$ cat src/rtl/core/alu_pkg.sv
// Shared types, constants, sigmoid table and saturation helpers for the activation/loss unit.
`timescale 1ns / 1ps
`default_nettype none
package alu_pkg;

  // Fixed element format
  localparam int unsigned DATA_WIDTH    = 16;
  localparam int unsigned DEF_FRAC_BITS = 12;

  // Sigmoid table: 65 samples, every 1/8 over [0, 8], values in Q0.30
  localparam int unsigned TBL_N     = 65;
  localparam int unsigned TBL_IDX_W = 7;
  localparam int unsigned SEG_W     = 6;
  localparam int unsigned TBL_W     = 30;
  localparam int unsigned V_W       = 31;
  localparam int unsigned P_W       = 62;
  localparam logic [63:0] EXP_STEP_Q32 = 64'd3790295335;
  localparam logic [V_W-1:0] ONE_Q30   = V_W'(1) << 30;

  // Result bounds
  localparam logic signed [DATA_WIDTH-1:0] RES_MAX = {1'b0, {(DATA_WIDTH-1){1'b1}}};
  localparam logic signed [DATA_WIDTH-1:0] RES_MIN = {1'b1, {(DATA_WIDTH-1){1'b0}}};

  // Operation codes
  typedef enum logic [2:0] {
    FUNC_SIGMOID    = 3'd0,
    FUNC_SIG_DERIV  = 3'd1,
    FUNC_RELU       = 3'd2,
    FUNC_RELU_DERIV = 3'd3,
    FUNC_IDENTITY   = 3'd4,
    FUNC_HALF_SQ    = 3'd5,
    FUNC_ERR_DERIV  = 3'd6
  } func_e;

  // Input and result transactions
  typedef struct packed {
    logic [2:0]                   func;
    logic signed [DATA_WIDTH-1:0] operand_a;
    logic signed [DATA_WIDTH-1:0] operand_b;
  } alu_in_t;

  typedef struct packed {
    logic signed [DATA_WIDTH-1:0] result_value;
    logic                         saturated;
  } alu_out_t;

  // Control that travels with each pipeline stage
  typedef struct packed {
    logic  valid;
    func_e func;
    logic  neg;
  } alu_ctrl_t;

  typedef logic [TBL_W-1:0] sig_tbl_t [TBL_N];

  // Build the sigmoid table: exp(-k/8) by a Q0.32 recurrence, then 1/(1+e) by long division
  function automatic sig_tbl_t build_sig_tbl();
    sig_tbl_t    tbl;
    logic [63:0] e;
    logic [63:0] den;
    logic [63:0] num;
    logic [63:0] quo;
    logic [64:0] rem;
    e = 64'h1_0000_0000;
    for (int k = 0; k < TBL_N; k++) begin
      if (k > 0) begin
        e = (e * EXP_STEP_Q32 + 64'h8000_0000) >> 32;
      end
      den = 64'h1_0000_0000 + e;
      num = (64'd1 << 62) + (den >> 1);
      rem = '0;
      quo = '0;
      for (int i = 63; i >= 0; i--) begin
        rem = {rem[63:0], num[i]};
        if (rem >= {1'b0, den}) begin
          rem    = rem - {1'b0, den};
          quo[i] = 1'b1;
        end
      end
      tbl[k] = quo[TBL_W-1:0];
    end
    return tbl;
  endfunction

  localparam sig_tbl_t SIG_TBL = build_sig_tbl();

  // Clip a non-negative value to the top of the signed range
  function automatic alu_out_t sat_unsigned(logic [63:0] x);
    alu_out_t r;
    if (x > 64'(RES_MAX)) begin
      r.result_value = RES_MAX;
      r.saturated    = 1'b1;
    end else begin
      r.result_value = x[DATA_WIDTH-1:0];
      r.saturated    = 1'b0;
    end
    return r;
  endfunction

  // Clip a value one bit wider than the element to the signed range
  function automatic alu_out_t sat_signed(logic signed [DATA_WIDTH:0] x);
    alu_out_t r;
    if (x > $signed({RES_MAX[DATA_WIDTH-1], RES_MAX})) begin
      r.result_value = RES_MAX;
      r.saturated    = 1'b1;
    end else if (x < $signed({RES_MIN[DATA_WIDTH-1], RES_MIN})) begin
      r.result_value = RES_MIN;
      r.saturated    = 1'b1;
    end else begin
      r.result_value = x[DATA_WIDTH-1:0];
      r.saturated    = 1'b0;
    end
    return r;
  endfunction

endpackage
`default_nettype wire

$ cat src/rtl/core/alu_mul.sv
// Stage 2: interpolation product and squared error product.
`timescale 1ns / 1ps
`default_nettype none
module alu_mul #(
  parameter int unsigned FRAC_BITS = alu_pkg::DEF_FRAC_BITS
) (
  input  wire logic                                   clk_i,
  input  wire logic                                   rst_ni,
  input  wire logic                                   advance_i,
  input  wire alu_pkg::alu_ctrl_t                     ctrl_i,
  input  wire logic [alu_pkg::TBL_W-1:0]              lo_i,
  input  wire logic [alu_pkg::TBL_W-1:0]              diff_i,
  input  wire logic [FRAC_BITS-4:0]                   frac_i,
  input  wire logic signed [alu_pkg::DATA_WIDTH-1:0]  a_i,
  input  wire logic signed [alu_pkg::DATA_WIDTH:0]    d_i,
  output alu_pkg::alu_ctrl_t                          ctrl_o,
  output logic [alu_pkg::TBL_W-1:0]                   lo_o,
  output logic [alu_pkg::TBL_W+FRAC_BITS-4:0]         prod_o,
  output logic [2*alu_pkg::DATA_WIDTH-1:0]            sq_o,
  output logic signed [alu_pkg::DATA_WIDTH-1:0]       a_o,
  output logic signed [alu_pkg::DATA_WIDTH:0]         d_o
);

  localparam int unsigned DW   = alu_pkg::DATA_WIDTH;
  localparam int unsigned SH   = FRAC_BITS - 3;
  localparam int unsigned PR_W = alu_pkg::TBL_W + SH;
  localparam int unsigned SQ_W = 2 * DW;

  logic [DW:0]                dneg;
  logic [DW-1:0]              dmag;

  alu_pkg::alu_ctrl_t         ctrl_q;
  logic [alu_pkg::TBL_W-1:0]  lo_q;
  logic [PR_W-1:0]            prod_d, prod_q;
  logic [SQ_W-1:0]            sq_d, sq_q;
  logic signed [DW-1:0]       a_q;
  logic signed [DW:0]         d_q;

  // Multiply slope by fraction, and |a-b| by itself
  always_comb begin
    dneg   = ~d_i + 1'b1;
    dmag   = d_i[DW] ? dneg[DW-1:0] : d_i[DW-1:0];
    prod_d = PR_W'(diff_i) * PR_W'(frac_i);
    sq_d   = SQ_W'(dmag) * SQ_W'(dmag);
  end

  // Advance the valid bit
  always_ff @(posedge clk_i or negedge rst_ni) begin
    if (!rst_ni) begin
      ctrl_q <= '0;
    end else if (advance_i) begin
      ctrl_q <= ctrl_i;
    end
  end

  // Advance the payload
  always_ff @(posedge clk_i) begin
    if (advance_i) begin
      lo_q   <= lo_i;
      prod_q <= prod_d;
      sq_q   <= sq_d;
      a_q    <= a_i;
      d_q    <= d_i;
    end
  end

  assign ctrl_o = ctrl_q;
  assign lo_o   = lo_q;
  assign prod_o = prod_q;
  assign sq_o   = sq_q;
  assign a_o    = a_q;
  assign d_o    = d_q;

endmodule
`default_nettype wire

$ cat config.mk
export PLATFORM = sky130hd
export DESIGN_NAME = alu_mul
export DESIGN_NICKNAME = d
export VERILOG_FILES = /design/src/rtl/core/alu_pkg.sv /design/src/rtl/core/alu_mul.sv
export SDC_FILE = /design/constraint.sdc
export NUM_CORES = 1
export LEC_CHECK = 0
export BUFFER_PORTS_ARGS = -buffer_cell sky130_fd_sc_hd__buf_2
export CAP_MARGIN = 20
export CORE_MARGIN = 1
export CORE_UTILIZATION = 38
export CTS_CLUSTER_DIAMETER = 120
export DETAILED_ROUTE_END_ITERATION = 10
export PLACE_DENSITY_LB_ADDON = 0.12
export SYNTH_ARGS = -nofsm -noshare
export SYNTH_HDL_FRONTEND = slang
export SYNTH_SLANG_ARGS = --single-unit
export TNS_END_PERCENT = 1
$ cat constraint.sdc
create_clock -name clk_i -period 0.8 [get_ports clk_i]
set_input_delay 0.16 -clock clk_i [delete_from_list [all_inputs] [get_ports clk_i]]
set_output_delay 0.16 -clock clk_i [all_outputs]
set_load 0.05 [all_outputs]
==> results.json <==
{
  "crit_fanout": 4,
  "grt_pass1_wl_um": 95800,
  "grt_usage_pct": 23.3,
  "io_pins": 249,
  "hold_viol_final": 0,
  "yosys.area.top_type": "fa_1",
  "wire_per_inst_um": 17.2,
  "hold_path_depth": 2,
  "synth_ff_type": "edfxtp_1",
  "die_w_um": 231,
  "die_area_mm2": 0.0532,
  "yosys_warnings": 0,
  "clock-sinks": 137,
  "grt_max_degree": 48,
  "syn_to_final_growth_pct": 43.8,
  "finalSetupViolations": 205,
  "synth_seq_cells": 137,
  "final_common_cell": "buf_4",
  "async_flop_share_pct": 3.65,
  "ff2ff_path_depth": 1,
  "ctsLongestPathBuffers": 2,
  "endpoint_kind": "flop",
  "drt-total-wl_um": 59000,
  "ant_nets": 0,
  "numCtsBuffers": 17,
  "synthTopCellsByArea": "fa_1 36%, edfxtp_1 20%, ha_1 9.8%, inv_1 7.9%, nand2_1 5.6%",
  "rsz0062_at_grt": "true",
  "dr_total_vias": 16446,
  "drive_above_1_share_pct": 33.2,
  "outcome": "finished, violations left",
  "violations": "negative setup slack",
  "finalCritPeriodShare_pct": 777,
  "drt_pass1_iterations": 5,
  "synth_top_area_share_pct": 36.2,
  "synth_area_mm2": 0.0199,
  "grt_pass1_vias": 18106,
  "clockRootBuffer": "clkbuf_16",
  "setup.worst_path.class": "input port to flop",
  "fin_skew_ns": 0,
  "dp_hpwl_um": 49000,
  "drtIter0Drc": 758,
  "die_y_um": 231,
  "synth_edf_count": 132,
  "final_cell_mix": "424 x buf_4, 406 x inv_1, 356 x fa_1",
  "rows": 83,
  "drc": 0,
  "cp.required_ns": 1.02,
  "setup-tns-final_ns": -295.11,
  "yosysUniqueCellTypes": 66,
  "max_freq_mhz": 161,
  "postSynthAreaPerCell_um2": 9.83,
  "cp-start-kind": "input port",
  "gr-total-overflow": 0,
  "hp-class": "input port to flop",
  "htree_levels": 4,
  "core-area_mm2": 0.0515,
  "path_clk_slew_ns": 0.07,
  "setup_slack_ns": -5.41,
  "arrival_ns": 6.43,
  "layout_min_cycle_time_ns": 6.21,
  "seq_area_frac_synth_pct": 20.6,
  "clkLatencyLatePin_ns": 0.48,
  "antenna_found_initial": 1,
  "port_buffers": 247,
  "maxSlewViolCount": 0,
  "start_util_pct": 38.6,
  "fin_nets": 3351,
  "via_per_inst": 4.81,
  "syn_nets": 2646,
  "cts_tree": "done",
  "netlist_instances": 2022,
  "gp_congestion": 0.945,
  "cap_violations": 0
}
[worst max-delay path: stages]
cell	delay, ns
buf_6	0.09
or4_4	0.53
or2_4	0.29
o41a_4	0.42
xnor2_4	0.28
nor2_4	0.06
xor2_1	0.17
ha_1	0.28
inv_1	0.04
fa_1	0.47
inv_1	0.05
fa_1	0.51
fa_1	0.44
fa_1	0.49
inv_1	0.05
fa_1	0.48
inv_2	0.05
ha_4	0.26
buf_6	0.09
and3_4	0.21
nand3_4	0.15
nor3b_4	0.26
a21oi_4	0.11
a21o_1	0.25
nand4_1	0.13
o311ai_2	0.10
[layout make-up]
cell class	count	area [um^2]
clock buffer	17	425
tap	680	851
antenna	1	2.50
sequential	137	4090
inverter	426	1620
fill	4596	22900
clock inverter	15	195
timing repair buffer	765	6510
multi-input combinational	1380	14900
[repair_timing]
action                                  4_1_cts  5_1_grt
setup buffers                                 7        5
hold endpoints to repair                     68        0
resized for setup                           447       65
endpoints found under the setup margin      205      210
hold buffers                                 65        0
pin swaps                                    50       21
[metrics by stage]
stage | hold WS, ns | setup slack [ns] | util (%) | instances | instance area, um^2
after global routing | 0.0346 | -5.61 | 55.5 | 3421 | 28600
final | 0.0577 | -5.41 | 55.5 | 3421 | 28600
after global placement | -0.0182 | -6.22 | 49.1 | 3311 | 25300
after detailed placement | -0.0129 | -6.25 | 49.1 | 3311 | 25300
after CTS | 0.00155 | -5.34 | 54.8 | 3415 | 28200
after floorplan | -0.136 | -5.55 | - | 2022 | 20100
[synthesized netlist by cell type (7+ instances only)]
cell	n
inv_1	418
fa_1	359
nand2_1	299
ha_1	155
edfxtp_1	132
and2_1	99
nor2_1	89
clkbuf_1	75
a21oi_1	71
xnor2_1	49
a21o_1	39
o21ai_0	31
xor2_1	27
nand3_1	13
nand4_1	13
nor3_1	13
o21bai_1	11
nand2b_1	9
o21a_1	8
and3_1	7
[logic make-up (layout without fill, tap and decap cells)]
family / count (synthesis) / in the layout / synth area share, %
AND/OR/NAND/NOR: 570 / 570 / 13.0
adder cells (fa/ha/maj): 514 / 514 / 45.9
buffers and inverters: 505 / 1223 / 9.62
AO/OA/AOI/OAI: 211 / 211 / 6.92
flip-flops: 137 / 137 / 20.6
XOR/XNOR: 78 / 78 / 3.57
multiplexers: 6 / 6 / 0.340
other: 1 / 2 / 0.0189
[flip-flops by register name (all words and copies together) (netlist names)]
name	count
prod_o	39
d_o	16
ctrl_o	5
lo_o	30
a_o	16
sq_o	31
[routing by layer]
metal | vias to the layer above | wire length, um | global-route usage (%)
met5 | - | 0 | 0
met4 | 0 | 1070 | 6.17
met3 | 69 | 3520 | 4.92
met2 | 399 | 28200 | 38.8
met1 | 8271 | 26200 | 30.7
li1 | 7707 | - | -
[final timing paths]
path,start,endpoint,slack [ns]
min,d_i[12],d_o[12],0.06
min in group asynchronous,rst_ni,ctrl_o[2],0.13
max in group asynchronous,rst_ni,ctrl_o[1],0.54
max,d_i[10],sq_o[28],-5.41
min reg2reg,ctrl_o[4],ctrl_o[4],0.54
max reg2reg,ctrl_o[2],ctrl_o[2],0.01
Power is not shown: default switching activity piles up to over one toggle a cycle in this logic, so the estimate is an artifact.
