--- src/rtl/core/alu_pkg.sv ---
// Shared types, constants, sigmoid table and saturation helpers for the activation/loss unit.
`timescale 1ns / 1ps
`default_nettype none
package alu_pkg;

  // Fixed element format
  localparam int unsigned DATA_WIDTH    = 16;
  localparam int unsigned DEF_FRAC_BITS = 12;

  // Sigmoid table: 65 samples, every 1/8 over [0, 8], values in Q0.30
  localparam int unsigned TBL_N     = 65;
  localparam int unsigned TBL_IDX_W = 7;
  localparam int unsigned SEG_W     = 6;
  localparam int unsigned TBL_W     = 30;
  localparam int unsigned V_W       = 31;
  localparam int unsigned P_W       = 62;
  localparam logic [63:0] EXP_STEP_Q32 = 64'd3790295335;
  localparam logic [V_W-1:0] ONE_Q30   = V_W'(1) << 30;

  // Result bounds
  localparam logic signed [DATA_WIDTH-1:0] RES_MAX = {1'b0, {(DATA_WIDTH-1){1'b1}}};
  localparam logic signed [DATA_WIDTH-1:0] RES_MIN = {1'b1, {(DATA_WIDTH-1){1'b0}}};

  // Operation codes
  typedef enum logic [2:0] {
    FUNC_SIGMOID    = 3'd0,
    FUNC_SIG_DERIV  = 3'd1,
    FUNC_RELU       = 3'd2,
    FUNC_RELU_DERIV = 3'd3,
    FUNC_IDENTITY   = 3'd4,
    FUNC_HALF_SQ    = 3'd5,
    FUNC_ERR_DERIV  = 3'd6
  } func_e;

  // Input and result transactions
  typedef struct packed {
    logic [2:0]                   func;
    logic signed [DATA_WIDTH-1:0] operand_a;
    logic signed [DATA_WIDTH-1:0] operand_b;
  } alu_in_t;

  typedef struct packed {
    logic signed [DATA_WIDTH-1:0] result_value;
    logic                         saturated;
  } alu_out_t;

  // Control that travels with each pipeline stage
  typedef struct packed {
    logic  valid;
    func_e func;
    logic  neg;
  } alu_ctrl_t;

  typedef logic [TBL_W-1:0] sig_tbl_t [TBL_N];

  // Build the sigmoid table: exp(-k/8) by a Q0.32 recurrence, then 1/(1+e) by long division
  function automatic sig_tbl_t build_sig_tbl();
    sig_tbl_t    tbl;
    logic [63:0] e;
    logic [63:0] den;
    logic [63:0] num;
    logic [63:0] quo;
    logic [64:0] rem;
    e = 64'h1_0000_0000;
    for (int k = 0; k < TBL_N; k++) begin
      if (k > 0) begin
        e = (e * EXP_STEP_Q32 + 64'h8000_0000) >> 32;
      end
      den = 64'h1_0000_0000 + e;
      num = (64'd1 << 62) + (den >> 1);
      rem = '0;
      quo = '0;
      for (int i = 63; i >= 0; i--) begin
        rem = {rem[63:0], num[i]};
        if (rem >= {1'b0, den}) begin
          rem    = rem - {1'b0, den};
          quo[i] = 1'b1;
        end
      end
      tbl[k] = quo[TBL_W-1:0];
    end
    return tbl;
  endfunction

  localparam sig_tbl_t SIG_TBL = build_sig_tbl();

  // Clip a non-negative value to the top of the signed range
  function automatic alu_out_t sat_unsigned(logic [63:0] x);
    alu_out_t r;
    if (x > 64'(RES_MAX)) begin
      r.result_value = RES_MAX;
      r.saturated    = 1'b1;
    end else begin
      r.result_value = x[DATA_WIDTH-1:0];
      r.saturated    = 1'b0;
    end
    return r;
  endfunction

  // Clip a value one bit wider than the element to the signed range
  function automatic alu_out_t sat_signed(logic signed [DATA_WIDTH:0] x);
    alu_out_t r;
    if (x > $signed({RES_MAX[DATA_WIDTH-1], RES_MAX})) begin
      r.result_value = RES_MAX;
      r.saturated    = 1'b1;
    end else if (x < $signed({RES_MIN[DATA_WIDTH-1], RES_MIN})) begin
      r.result_value = RES_MIN;
      r.saturated    = 1'b1;
    end else begin
      r.result_value = x[DATA_WIDTH-1:0];
      r.saturated    = 1'b0;
    end
    return r;
  endfunction

endpackage
`default_nettype wire

--- src/rtl/core/alu_sig.sv ---
// Stage 3: sigmoid interpolation sum and reflection for negative inputs.
`timescale 1ns / 1ps
`default_nettype none
module alu_sig #(
  parameter int unsigned FRAC_BITS = alu_pkg::DEF_FRAC_BITS
) (
  input  wire logic                                   clk_i,
  input  wire logic                                   rst_ni,
  input  wire logic                                   advance_i,
  input  wire alu_pkg::alu_ctrl_t                     ctrl_i,
  input  wire logic [alu_pkg::TBL_W-1:0]              lo_i,
  input  wire logic [alu_pkg::TBL_W+FRAC_BITS-4:0]    prod_i,
  input  wire logic [2*alu_pkg::DATA_WIDTH-1:0]       sq_i,
  input  wire logic signed [alu_pkg::DATA_WIDTH-1:0]  a_i,
  input  wire logic signed [alu_pkg::DATA_WIDTH:0]    d_i,
  output alu_pkg::alu_ctrl_t                          ctrl_o,
  output logic [alu_pkg::V_W-1:0]                     v_o,
  output logic [2*alu_pkg::DATA_WIDTH-1:0]            sq_o,
  output logic signed [alu_pkg::DATA_WIDTH-1:0]       a_o,
  output logic signed [alu_pkg::DATA_WIDTH:0]         d_o
);

  localparam int unsigned DW   = alu_pkg::DATA_WIDTH;
  localparam int unsigned SH   = FRAC_BITS - 3;
  localparam int unsigned PR_W = alu_pkg::TBL_W + SH;
  localparam int unsigned SQ_W = 2 * DW;

  logic [PR_W-1:0]             prod_sh;
  logic [alu_pkg::V_W-1:0]     v_pos;

  alu_pkg::alu_ctrl_t          ctrl_q;
  logic [alu_pkg::V_W-1:0]     v_d, v_q;
  logic [SQ_W-1:0]             sq_q;
  logic signed [DW-1:0]        a_q;
  logic signed [DW:0]          d_q;

  // Add the interpolated step, then mirror about one half for negative x
  always_comb begin
    prod_sh = prod_i >> SH;
    v_pos   = alu_pkg::V_W'(lo_i) + alu_pkg::V_W'(prod_sh[alu_pkg::TBL_W-1:0]);
    v_d     = ctrl_i.neg ? (alu_pkg::ONE_Q30 - v_pos) : v_pos;
  end

  // Advance the valid bit
  always_ff @(posedge clk_i or negedge rst_ni) begin
    if (!rst_ni) begin
      ctrl_q <= '0;
    end else if (advance_i) begin
      ctrl_q <= ctrl_i;
    end
  end

  // Advance the payload
  always_ff @(posedge clk_i) begin
    if (advance_i) begin
      v_q  <= v_d;
      sq_q <= sq_i;
      a_q  <= a_i;
      d_q  <= d_i;
    end
  end

  assign ctrl_o = ctrl_q;
  assign v_o    = v_q;
  assign sq_o   = sq_q;
  assign a_o    = a_q;
  assign d_o    = d_q;

endmodule
`default_nettype wire

--- config.mk ---
export PLATFORM = sky130hd
export DESIGN_NAME = alu_sig
export DESIGN_NICKNAME = d
export VERILOG_FILES = /design/src/rtl/core/alu_pkg.sv /design/src/rtl/core/alu_sig.sv
export SDC_FILE = /design/constraint.sdc
export NUM_CORES = 1
export LEC_CHECK = 0
export BUFFER_PORTS_ARGS = -buffer_cell sky130_fd_sc_hd__buf_4
export CORE_ASPECT_RATIO = 1.1
export CORE_MARGIN = 3
export CORE_UTILIZATION = 44
export CTS_CLUSTER_SIZE = 24
export DETAILED_ROUTE_END_ITERATION = 16
export PLACE_DENSITY = 0.77
export SYNTH_ARGS = -nofsm -noshare
export SYNTH_HDL_FRONTEND = slang
export SYNTH_SLANG_ARGS = --single-unit
--- constraint.sdc ---
create_clock -name clk_i -period 0.8 [get_ports clk_i]
set_input_delay 0.08 -clock clk_i [delete_from_list [all_inputs] [get_ports clk_i]]
set_output_delay 0.08 -clock clk_i [all_outputs]
set_load 0.01 [all_outputs]
==> results of run 1 <==
==> registers in the layout, summed over array words and instances (netlist names) <==
| signal | flops |
|---|---|
| sq_o | 32 |
| a_o | 16 |
| v_o | 31 |
| d_o | 17 |
| ctrl_o | 5 |
==> critical path: stages <==
cell and delay [ns]:
buf_6 0.10, ha_4 0.16, fa_2 0.36, a21o_1 0.21, a221o_2 0.41, a21o_4 0.26, xnor2_4 0.24, buf_6 0.14
o2111ai_4 0.15, nor4_1 0.43, and4_1 0.32, nand4b_1 0.17, xor2_1 0.22
==> layout make-up <==
type	instances	area [um2]
antenna	1	2.50
clock buffer	11	243
clock inverter	5	82.6
fill	513	1580
inverter	7	28.8
multi-input combinational	411	3600
sequential	101	3010
tap	184	230
timing repair buffer	506	4490
==> per-layer routing <==
layer	share of wire	global-route usage	routed length, um	vias up
met5	0	0	0	-
met4	0.070	0.125	2290	0
met3	0.12	0.0541	3850	197
met2	0.48	0.649	15500	734
met1	0.34	0.441	10900	3562
li1	-	-	-	3106
==> timing repair <==
action | 4_1_cts | 5_1_grt
hold endpoints to repair | 73 | 0
endpoints found under the setup margin | 131 | 136
buffers inserted | 21 | 9
resized for setup | 162 | 65
hold buffers | 69 | 0
pin swaps | 61 | 21
==> power by group <==
| group | switching [mW] | total [mW] | internal [mW] |
|---|---|---|---|
| sequential | 0.450 | 7.00 | 6.55 |
| combinational | 4.34 | 8.80 | 4.47 |
| clock | 2.07 | 4.92 | 2.85 |
==> worst paths after layout <==
path | end | slack [ns] | cells after the start
hold / removal | ctrl_o[2]$_DFFE_PN0P_ | 0.05 | 2
setup reg to reg | ctrl_o[2]$_DFFE_PN0P_ | -0.18 | 2
max in group asynchronous | ctrl_o[1]$_DFFE_PN0P_ | 0.59 | 2
setup / recovery | v_o[30]$_DFFE_PP_ | -2.40 | 13
hold reg to reg | ctrl_o[3]$_DFFE_PN0P_ | 0.59 | 1
min in group asynchronous | ctrl_o[4]$_DFFE_PN0P_ | 0.08 | 2
==> synthesized netlist by cell type, drive strengths merged, types with 9 or more instances <==
cell / instances / share of area
nand3: 17 / 0.014
o31ai: 10 / 0.013
clkbuf: 21 / 0.013
xnor2: 31 / 0.045
o211ai: 10 / 0.013
a21o: 14 / 0.019
ha: 31 / 0.065
nand4: 13 / 0.016
nor3: 16 / 0.013
a21oi: 35 / 0.029
xor2: 9 / 0.013
edfxtp: 96 / 0.48
nor2: 28 / 0.018
o21ai: 33 / 0.028
nand2: 52 / 0.033
a211oi: 10 / 0.013
==> kinds of logic (layout without fill, tap and decap cells) <==
family / Yosys count / count (layout) / synth area share
and+or+nand+nor: 174 / 174 / 0.153
AOI/OAI and AO/OA: 156 / 156 / 0.181
DFF: 101 / 101 / 0.502
xor gates and xnor gates: 40 / 40 / 0.0585
adders and majority gates: 32 / 32 / 0.0681
buffers and inverters: 31 / 529 / 0.0211
muxes: 9 / 9 / 0.0163
other: 0 / 1 / 0
==> results.sh, run 1 <==
export IMPL_status="finished with violations"
export IMPL_violations="setup timing"
export IMPL_synth_area_per_cell_um2=11.0
export IMPL_start_kind="input port"
export IMPL_drv_cap=0
export IMPL_tns_ns=-71.55
export IMPL_root_buffer="clkbuf_16"
export IMPL_syn_inst=543
export IMPL_layout_nets=1210
export IMPL_finalPower_mw=20.7
export IMPL_dp_cells=1112
export IMPL_final_common_cell="buf_4"
export IMPL_ir_worst_vdd_v=0.00128
export IMPL_grt_max_degree=43
export IMPL_pin_count=243
export IMPL_grt_pass1_wl_um=41500
export IMPL_finish_utilization=0.881
export IMPL_rows=44
export IMPL_path_clk_slew_ns=0.08
export IMPL_syn_nets=717
export IMPL_post_drt_wl_per_cell_um=26.6
export IMPL_antenna_found_initial=1
export IMPL_drive_gt1_frac=0.541
export IMPL_cts_buffer_depth=2
export IMPL_path_max_fanout=4
export IMPL_grt_usage=0.363
export IMPL_rsz0062_at_grt="true"
export IMPL_hold_viol_final=0
export IMPL_ys_seq_area_frac=0.502
export IMPL_drtAntennaViolNets=0
export IMPL_viasPerCell=6.20
export IMPL_post_dp_hpwl_um=16400
export IMPL_die_h_um=128
export IMPL_final_cell_mix="buf_4, buf_6, edfxtp_1"
export IMPL_io_buffer_count=233
export IMPL_clkLatencyLatePin_ns=0.34
export IMPL_core_um2=13300
export IMPL_final_period_utilization=4.01
export IMPL_numClockSinks=101
export IMPL_synth_ff_latch_count=101
export IMPL_initial_core_util=0.452
export IMPL_p_leak_nw=5.03
export IMPL_critPathKind="in2reg"
export IMPL_drt_iter0_drc=1174
export IMPL_numCtsBuffers=9
export IMPL_yosysWarnings=0
export IMPL_fin_ws_ns=-2.40
export IMPL_fin_crit_ns=3.20
export IMPL_first_global_vias=7145
export IMPL_die_x_um=117
export IMPL_post_dp_cell_area_um2=9410
export IMPL_worst_pin_slew_ns=0.610
export IMPL_relSlewSlack=0.591
export IMPL_timing_rr_start="ctrl_o[2]$_DFFE_PN0P_"
export IMPL_syn_to_final_growth_pct=95.1
export IMPL_synth_area_um2=5990
export IMPL_skew_ns=0
export IMPL_cts_htree_levels=3
export IMPL_worstSetupEndpointType="flip-flop"
export IMPL_route_detailed_drc=0
export IMPL_grt_overflow=0
export IMPL_drt_wl_total_um=32600
export IMPL_slew_violations=0
export IMPL_setup_violations=135
export IMPL_cts_tree="built"
export IMPL_whs_ns=0.0484
export IMPL_critPathLaunch="prod_i[9]"
export IMPL_synthArstFlopShare=0.0495
export IMPL_final_area_um2=11700
export IMPL_crit_required_ns=0.88
export IMPL_fmaxAchievable_mhz=312
export IMPL_ys_flop_type="edfxtp_1"
export IMPL_synth_edf_count=96
export IMPL_first_pass_iters=6
export IMPL_fin_cells=1226
export IMPL_power_density_nw_per_um2=1770
export IMPL_gp_congestion=0.920
export IMPL_fp_dieArea_um2=15100
export IMPL_yosysUniqueCellTypes=67
export IMPL_cp_arrival_ns=3.29
export IMPL_pre_cts_ws_ns=-2.47
export IMPL_min_from="ctrl_i[2]"
export IMPL_min_path_type="in2reg"
export IMPL_vias=7599
Power figures use the tool's default switching activity.
==> run 2, diff against run 1 <==
BUFFER_PORTS_ARGS = -buffer_cell sky130_fd_sc_hd__buf_2   (was -buffer_cell sky130_fd_sc_hd__buf_4)
SKIP_CTS_REPAIR_TIMING = 1   (was not set)
==> run 2 against run 1 <==
- combinational power down 22%
- via count down 13%
- the run still ends with setup timing left
- wire length down 31%
- worst hold slack better by 0.0085 ns
==> results.sh, run 2 (synthesized netlist as in run 1, its figures left out) <==
export IMPL_rows=44
export IMPL_route_detailed_drc=0
export IMPL_sw_frac_of_total=0.309
export IMPL_drive_gt1_frac=0.514
export IMPL_p_leak_nw=4.57
export IMPL_power_switching_mw=5.38
export IMPL_final_cell_mix="buf_2, buf_4, edfxtp_1"
export IMPL_drt_wl_total_um=22500
export IMPL_drv_cap=0
export IMPL_rsz0062_at_grt="true"
export IMPL_cts_htree_levels=3
export IMPL_diodes=0
export IMPL_worstRegToRegCells=1
export IMPL_fin_ws_ns=-2.11
export IMPL_start_kind="input port"
export IMPL_die_h_um=128
export IMPL_numCtsBuffers=9
export IMPL_die_x_um=117
export IMPL_cts_tree="built"
export IMPL_final_common_cell="buf_2"
export IMPL_setup_violations=132
export IMPL_fin_crit_ns=2.91
export IMPL_first_pass_iters=6
export IMPL_gp_congestion=0.906
export IMPL_skew_ns=0
export IMPL_tns_ns=-61.51
export IMPL_worst_pin_slew_ns=0.599
export IMPL_numClockSinks=101
export IMPL_multi_input_area_um2=3380
export IMPL_grt_overflow=0
export IMPL_finalPower_mw=17.4
export IMPL_path_clk_slew_ns=0.06
export IMPL_power_frac_clock=0.216
export IMPL_post_dp_cell_area_um2=8810
export IMPL_pre_cts_ws_ns=-2.52
export IMPL_cts_buffer_depth=2
export IMPL_layout_nets=1203
export IMPL_violations="setup timing"
export IMPL_comb_power_share=0.396
export IMPL_whs_ns=0.0570
export IMPL_power_density_nw_per_um2=1680
export IMPL_hold_viol_final=0
export IMPL_syn_to_final_growth_pct=73.1
export IMPL_antenna_found_initial=0
export IMPL_vias=6581
export IMPL_p_int_mw=12.0
export IMPL_drt_iter0_drc=444
export IMPL_post_drt_wl_per_cell_um=18.5
export IMPL_pin_count=243
export IMPL_regArea_um2=3010
export IMPL_drtAntennaViolNets=0
export IMPL_slew_violations=0
export IMPL_fill_cells=796
export IMPL_clkLatencyLatePin_ns=0.32
export IMPL_grt_pass1_wl_um=27600
export IMPL_grt_max_degree=34
export IMPL_largest_reg_flops=32
export IMPL_critPathKind="in2reg"
export IMPL_min_path_cells=2
export IMPL_worstSetupEndpointType="flip-flop"
export IMPL_first_global_vias=5771
export IMPL_final_period_utilization=3.64
export IMPL_fmaxAchievable_mhz=343
export IMPL_pwr_share_seq=0.388
export IMPL_status="finished with violations"
export IMPL_fp_dieArea_um2=15100
export IMPL_crit_required_ns=0.87
export IMPL_root_buffer="clkbuf_16"
export IMPL_grt_usage=0.231
export IMPL_io_buffer_count=233
export IMPL_path_max_fanout=5
export IMPL_ir_worst_vdd_v=0.00102
export IMPL_relSlewSlack=0.590
export IMPL_post_dp_hpwl_um=15600
export IMPL_final_area_um2=10400
export IMPL_initial_core_util=0.452
export IMPL_cp_arrival_ns=2.99
export IMPL_min_path_type="in2reg"
export IMPL_core_um2=13300
export IMPL_viasPerCell=5.41
## run 2: cell count changes in the layout (fill, tap and decap cells not counted), sizes merged
cell          previous run  this run
bufinv                   2         0
clkbuf                  11        10
diode                    1         0
buf                    437       429
clkinv                   2         4
inv                      8         7
dlymetal6s4s             1         0
dlygate4sd3             68        70
## run 2: path summary, 6_finish.rpt
path,startpoint,end,slack (ns)
setup / recovery,prod_i[9],v_o[28]$_DFFE_PP_,-2.11
hold / removal,lo_i[0],v_o[0]$_DFFE_PP_,0.06
setup reg to reg,ctrl_o[2]$_DFFE_PN0P_,ctrl_o[2]$_DFFE_PN0P_,0
hold reg to reg,ctrl_o[3]$_DFFE_PN0P_,ctrl_o[3]$_DFFE_PN0P_,0.51
max in group asynchronous,rst_ni,ctrl_o[0]$_DFFE_PN0P_,0.53
min in group asynchronous,rst_ni,ctrl_o[1]$_DFFE_PN0P_,0.11
## run 2: power by group through the flow
stage / Combinational [mW] / Clock [mW] / Sequential [mW]
after floorplan: 2.51 / 0 / 7.12
after global placement: 5.60 / 0 / 6.79
after detailed placement: 5.79 / 0 / 6.81
after CTS: 5.80 / 3.79 / 6.70
after global routing: 7.34 / 3.99 / 6.79
final: 6.89 / 3.75 / 6.75
## run 2: worst max-delay path, cell delays in order
cell	delay (ns)
buf_6	0.10
ha_4	0.15
fa_2	0.34
a21o_1	0.24
a221o_2	0.39
a21o_4	0.25
a21oi_4	0.21
xnor2_4	0.14
nor4_4	0.30
buf_4	0.15
nand4_1	0.19
o31ai_2	0.32
xnor2_1	0.10
## run 2: area by class of cell
cell class / count / area share
clock buffer: 10 / 0.0221
multi-input combinational: 411 / 0.326
tap: 184 / 0.0222
timing repair buffer: 499 / 0.334
clock inverter: 4 / 0.00266
sequential: 101 / 0.290
inverter: 7 / 0.00278
## run 2: stage by stage
stage	util	cells
after floorplan	-	543
after global placement	0.664	1112
after detailed placement	0.664	1112
after CTS	0.683	1126
after global routing	0.781	1216
final	0.781	1216
## run 2: metal layers
| layer | up-vias | routed length (um) | global-route usage | share of wire |
|---|---|---|---|---|
| met2 | 340 | 11800 | 0.429 | 0.52 |
| met4 | 0 | 625 | 0.0702 | 0.028 |
| met5 | - | 0 | 0 | 0 |
| met3 | 46 | 1610 | 0.0320 | 0.071 |
| met1 | 3110 | 8490 | 0.273 | 0.38 |
| li1 | 3085 | - | - | - |
==> run 3, diff against run 2 <==
SETUP_SLACK_MARGIN = 0.4   (was not set)
==> run 3 against run 2 <==
- the run ends with hold timing, setup timing left
- clock skew unchanged
- via count decreased by 6.4%
- sequential share of layout area increased by 1.9 points
- clock-buffer cell count unchanged
- critical path depth decreased by 1
- cell count decreased by 5.7%
- worst hold slack got worse by 0.13 ns
- clock power about the same
- largest cell class is now multi-input gates
==> results.sh, run 3 (synthesized netlist as in run 1, its figures left out) <==
export IMPL_status="finished with violations"
export IMPL_violations="hold timing, setup timing"
export IMPL_cts_buffer_depth=2
export IMPL_fin_ws_ns=-2.12
export IMPL_drive_gt1_frac=0.550
export IMPL_whs_ns=-0.0767
export IMPL_grt_usage=0.231
export IMPL_crit_chain="buf_6 -> ha_4 -> fa_2 -> a21o_1 -> a221o_2 -> a21o_4 -> nor4_1 -> nor3_1 -> nor4_4 -> nand4_2 -> o41ai_2 -> xnor2_1"
export IMPL_numCtsBuffers=9
export IMPL_slowest_delay_ns=0.42
export IMPL_grt_pass1_wl_um=27600
export IMPL_finish_utilization=0.734
export IMPL_final_common_cell="buf_2"
export IMPL_antenna_found_initial=0
export IMPL_crit_required_ns=0.88
export IMPL_drt_iter0_drc=315
export IMPL_fmaxAchievable_mhz=343
export IMPL_cp_slowest_cell="o41ai_2"
export IMPL_grt_overflow=0
export IMPL_relSlewSlack=0.586
export IMPL_post_dp_hpwl_um=15600
export IMPL_critPathKind="in2reg"
export IMPL_first_pass_iters=4
export IMPL_fin_cells=1147
export IMPL_root_buffer="clkbuf_16"
export IMPL_slew_violations=0
export IMPL_route_detailed_drc=0
export IMPL_worstSetupEndpointType="flip-flop"
export IMPL_numClockSinks=101
export IMPL_setup_violations=131
export IMPL_pin_count=243
export IMPL_multi_input_area_um2=3370
export IMPL_gp_congestion=0.906
export IMPL_fill_cells=900
export IMPL_path_clk_slew_ns=0.06
export IMPL_cts_htree_levels=3
export IMPL_largest_reg_flops=32
export IMPL_grt_max_degree=34
export IMPL_power_density_nw_per_um2=1750
export IMPL_fin_crit_ns=2.92
export IMPL_fp_dieArea_um2=15100
export IMPL_ir_worst_vdd_v=0.000971
export IMPL_cts_tree="built"
export IMPL_post_drt_wl_per_cell_um=17.4
export IMPL_die_x_um=117
export IMPL_min_path_type="in2reg"
export IMPL_layout_nets=1134
export IMPL_drv_cap=0
export IMPL_start_kind="input port"
export IMPL_final_cell_mix="buf_2, buf_4, edfxtp_1"
export IMPL_final_period_utilization=3.65
export IMPL_worst_pin_slew_ns=0.617
export IMPL_die_h_um=128
export IMPL_first_global_vias=5771
export IMPL_dp_cells=1112
export IMPL_hold_viol_final=68
export IMPL_path_max_fanout=4
export IMPL_drt_wl_total_um=19900
export IMPL_skew_ns=0
export IMPL_io_buffer_count=233
export IMPL_rsz0062_at_grt="true"
export IMPL_vias=6158
export IMPL_viasPerCell=5.37
export IMPL_p_leak_nw=4.32
export IMPL_core_um2=13300
export IMPL_clkLatencyLatePin_ns=0.32
export IMPL_initial_core_util=0.452
export IMPL_cp_arrival_ns=3.00
export IMPL_drtAntennaViolNets=0
export IMPL_rows=44
export IMPL_diodes=0
export IMPL_syn_to_final_growth_pct=62.6
export IMPL_regArea_um2=3010
[run 3: cell count changes in the layout (fill, tap and decap cells not counted), sizes merged]
cell,delta
buf,-1
clkbuf,+1
dlygate4sd3,-69
[run 3: path summary, 6_finish.rpt]
check,slack (ns),end,start,cells after the start
max,-2.12,v_o[29]$_DFFE_PP_,lo_i[0],12
min,-0.08,sq_o[7]$_DFFE_PP_,sq_i[7],1
max reg2reg,0,ctrl_o[1]$_DFFE_PN0P_,ctrl_o[1]$_DFFE_PN0P_,1
min reg2reg,0.50,ctrl_o[3]$_DFFE_PN0P_,ctrl_o[3]$_DFFE_PN0P_,1
max in group asynchronous,0.52,ctrl_o[0]$_DFFE_PN0P_,rst_ni,2
min in group asynchronous,0.12,ctrl_o[3]$_DFFE_PN0P_,rst_ni,2
[run 3: report_power, final]
| part | internal [mW] | switching [mW] | total (mW) |
|---|---|---|---|
| Combinational | 3.24 | 3.35 | 6.59 |
| Sequential | 6.53 | 0.190 | 6.72 |
| Clock | 2.07 | 1.66 | 3.73 |
| Total | 11.8 | 5.20 | 17.0 |
[run 3: area by class of cell]
class                           count  area share
Clock inverter                      4     0.00283
Multi-Input combinational cell    411       0.346
Tap cell                          184      0.0236
Timing Repair Buffer              430       0.292
Inverter                            7     0.00295
Clock buffer                       10      0.0235
Sequential cell                   101       0.309
[run 3: worst max-delay path: cells and delay by family]
family	cells	cell delay [ns]
buffers and inverters	1	0.10
AOI/OAI and AO/OA	4	1.31
adders and majority gates	2	0.49
and+or+nand+nor	4	0.92
xor gates and xnor gates	1	0.10
[run 3: metal layers]
metal,up-vias,global-route usage,part of all wire
li1,2949,-,-
met1,2917,0.273,0.38
met2,257,0.429,0.53
met3,35,0.0320,0.070
met4,0,0.0702,0.024
met5,-,0,0
[run 3: per-stage QoR]
stage	power, mW	instance area (um2)	TNS [ns]	setup WS [ns]
after floorplan	9.63	6190	-48.97	-2.16
after global placement	12.4	8810	-59.38	-2.41
after detailed placement	12.6	8810	-62.36	-2.52
after CTS	16.3	9060	-61.36	-2.17
after global routing	17.8	9740	-67.46	-2.26
final	17.0	9740	-60.59	-2.12
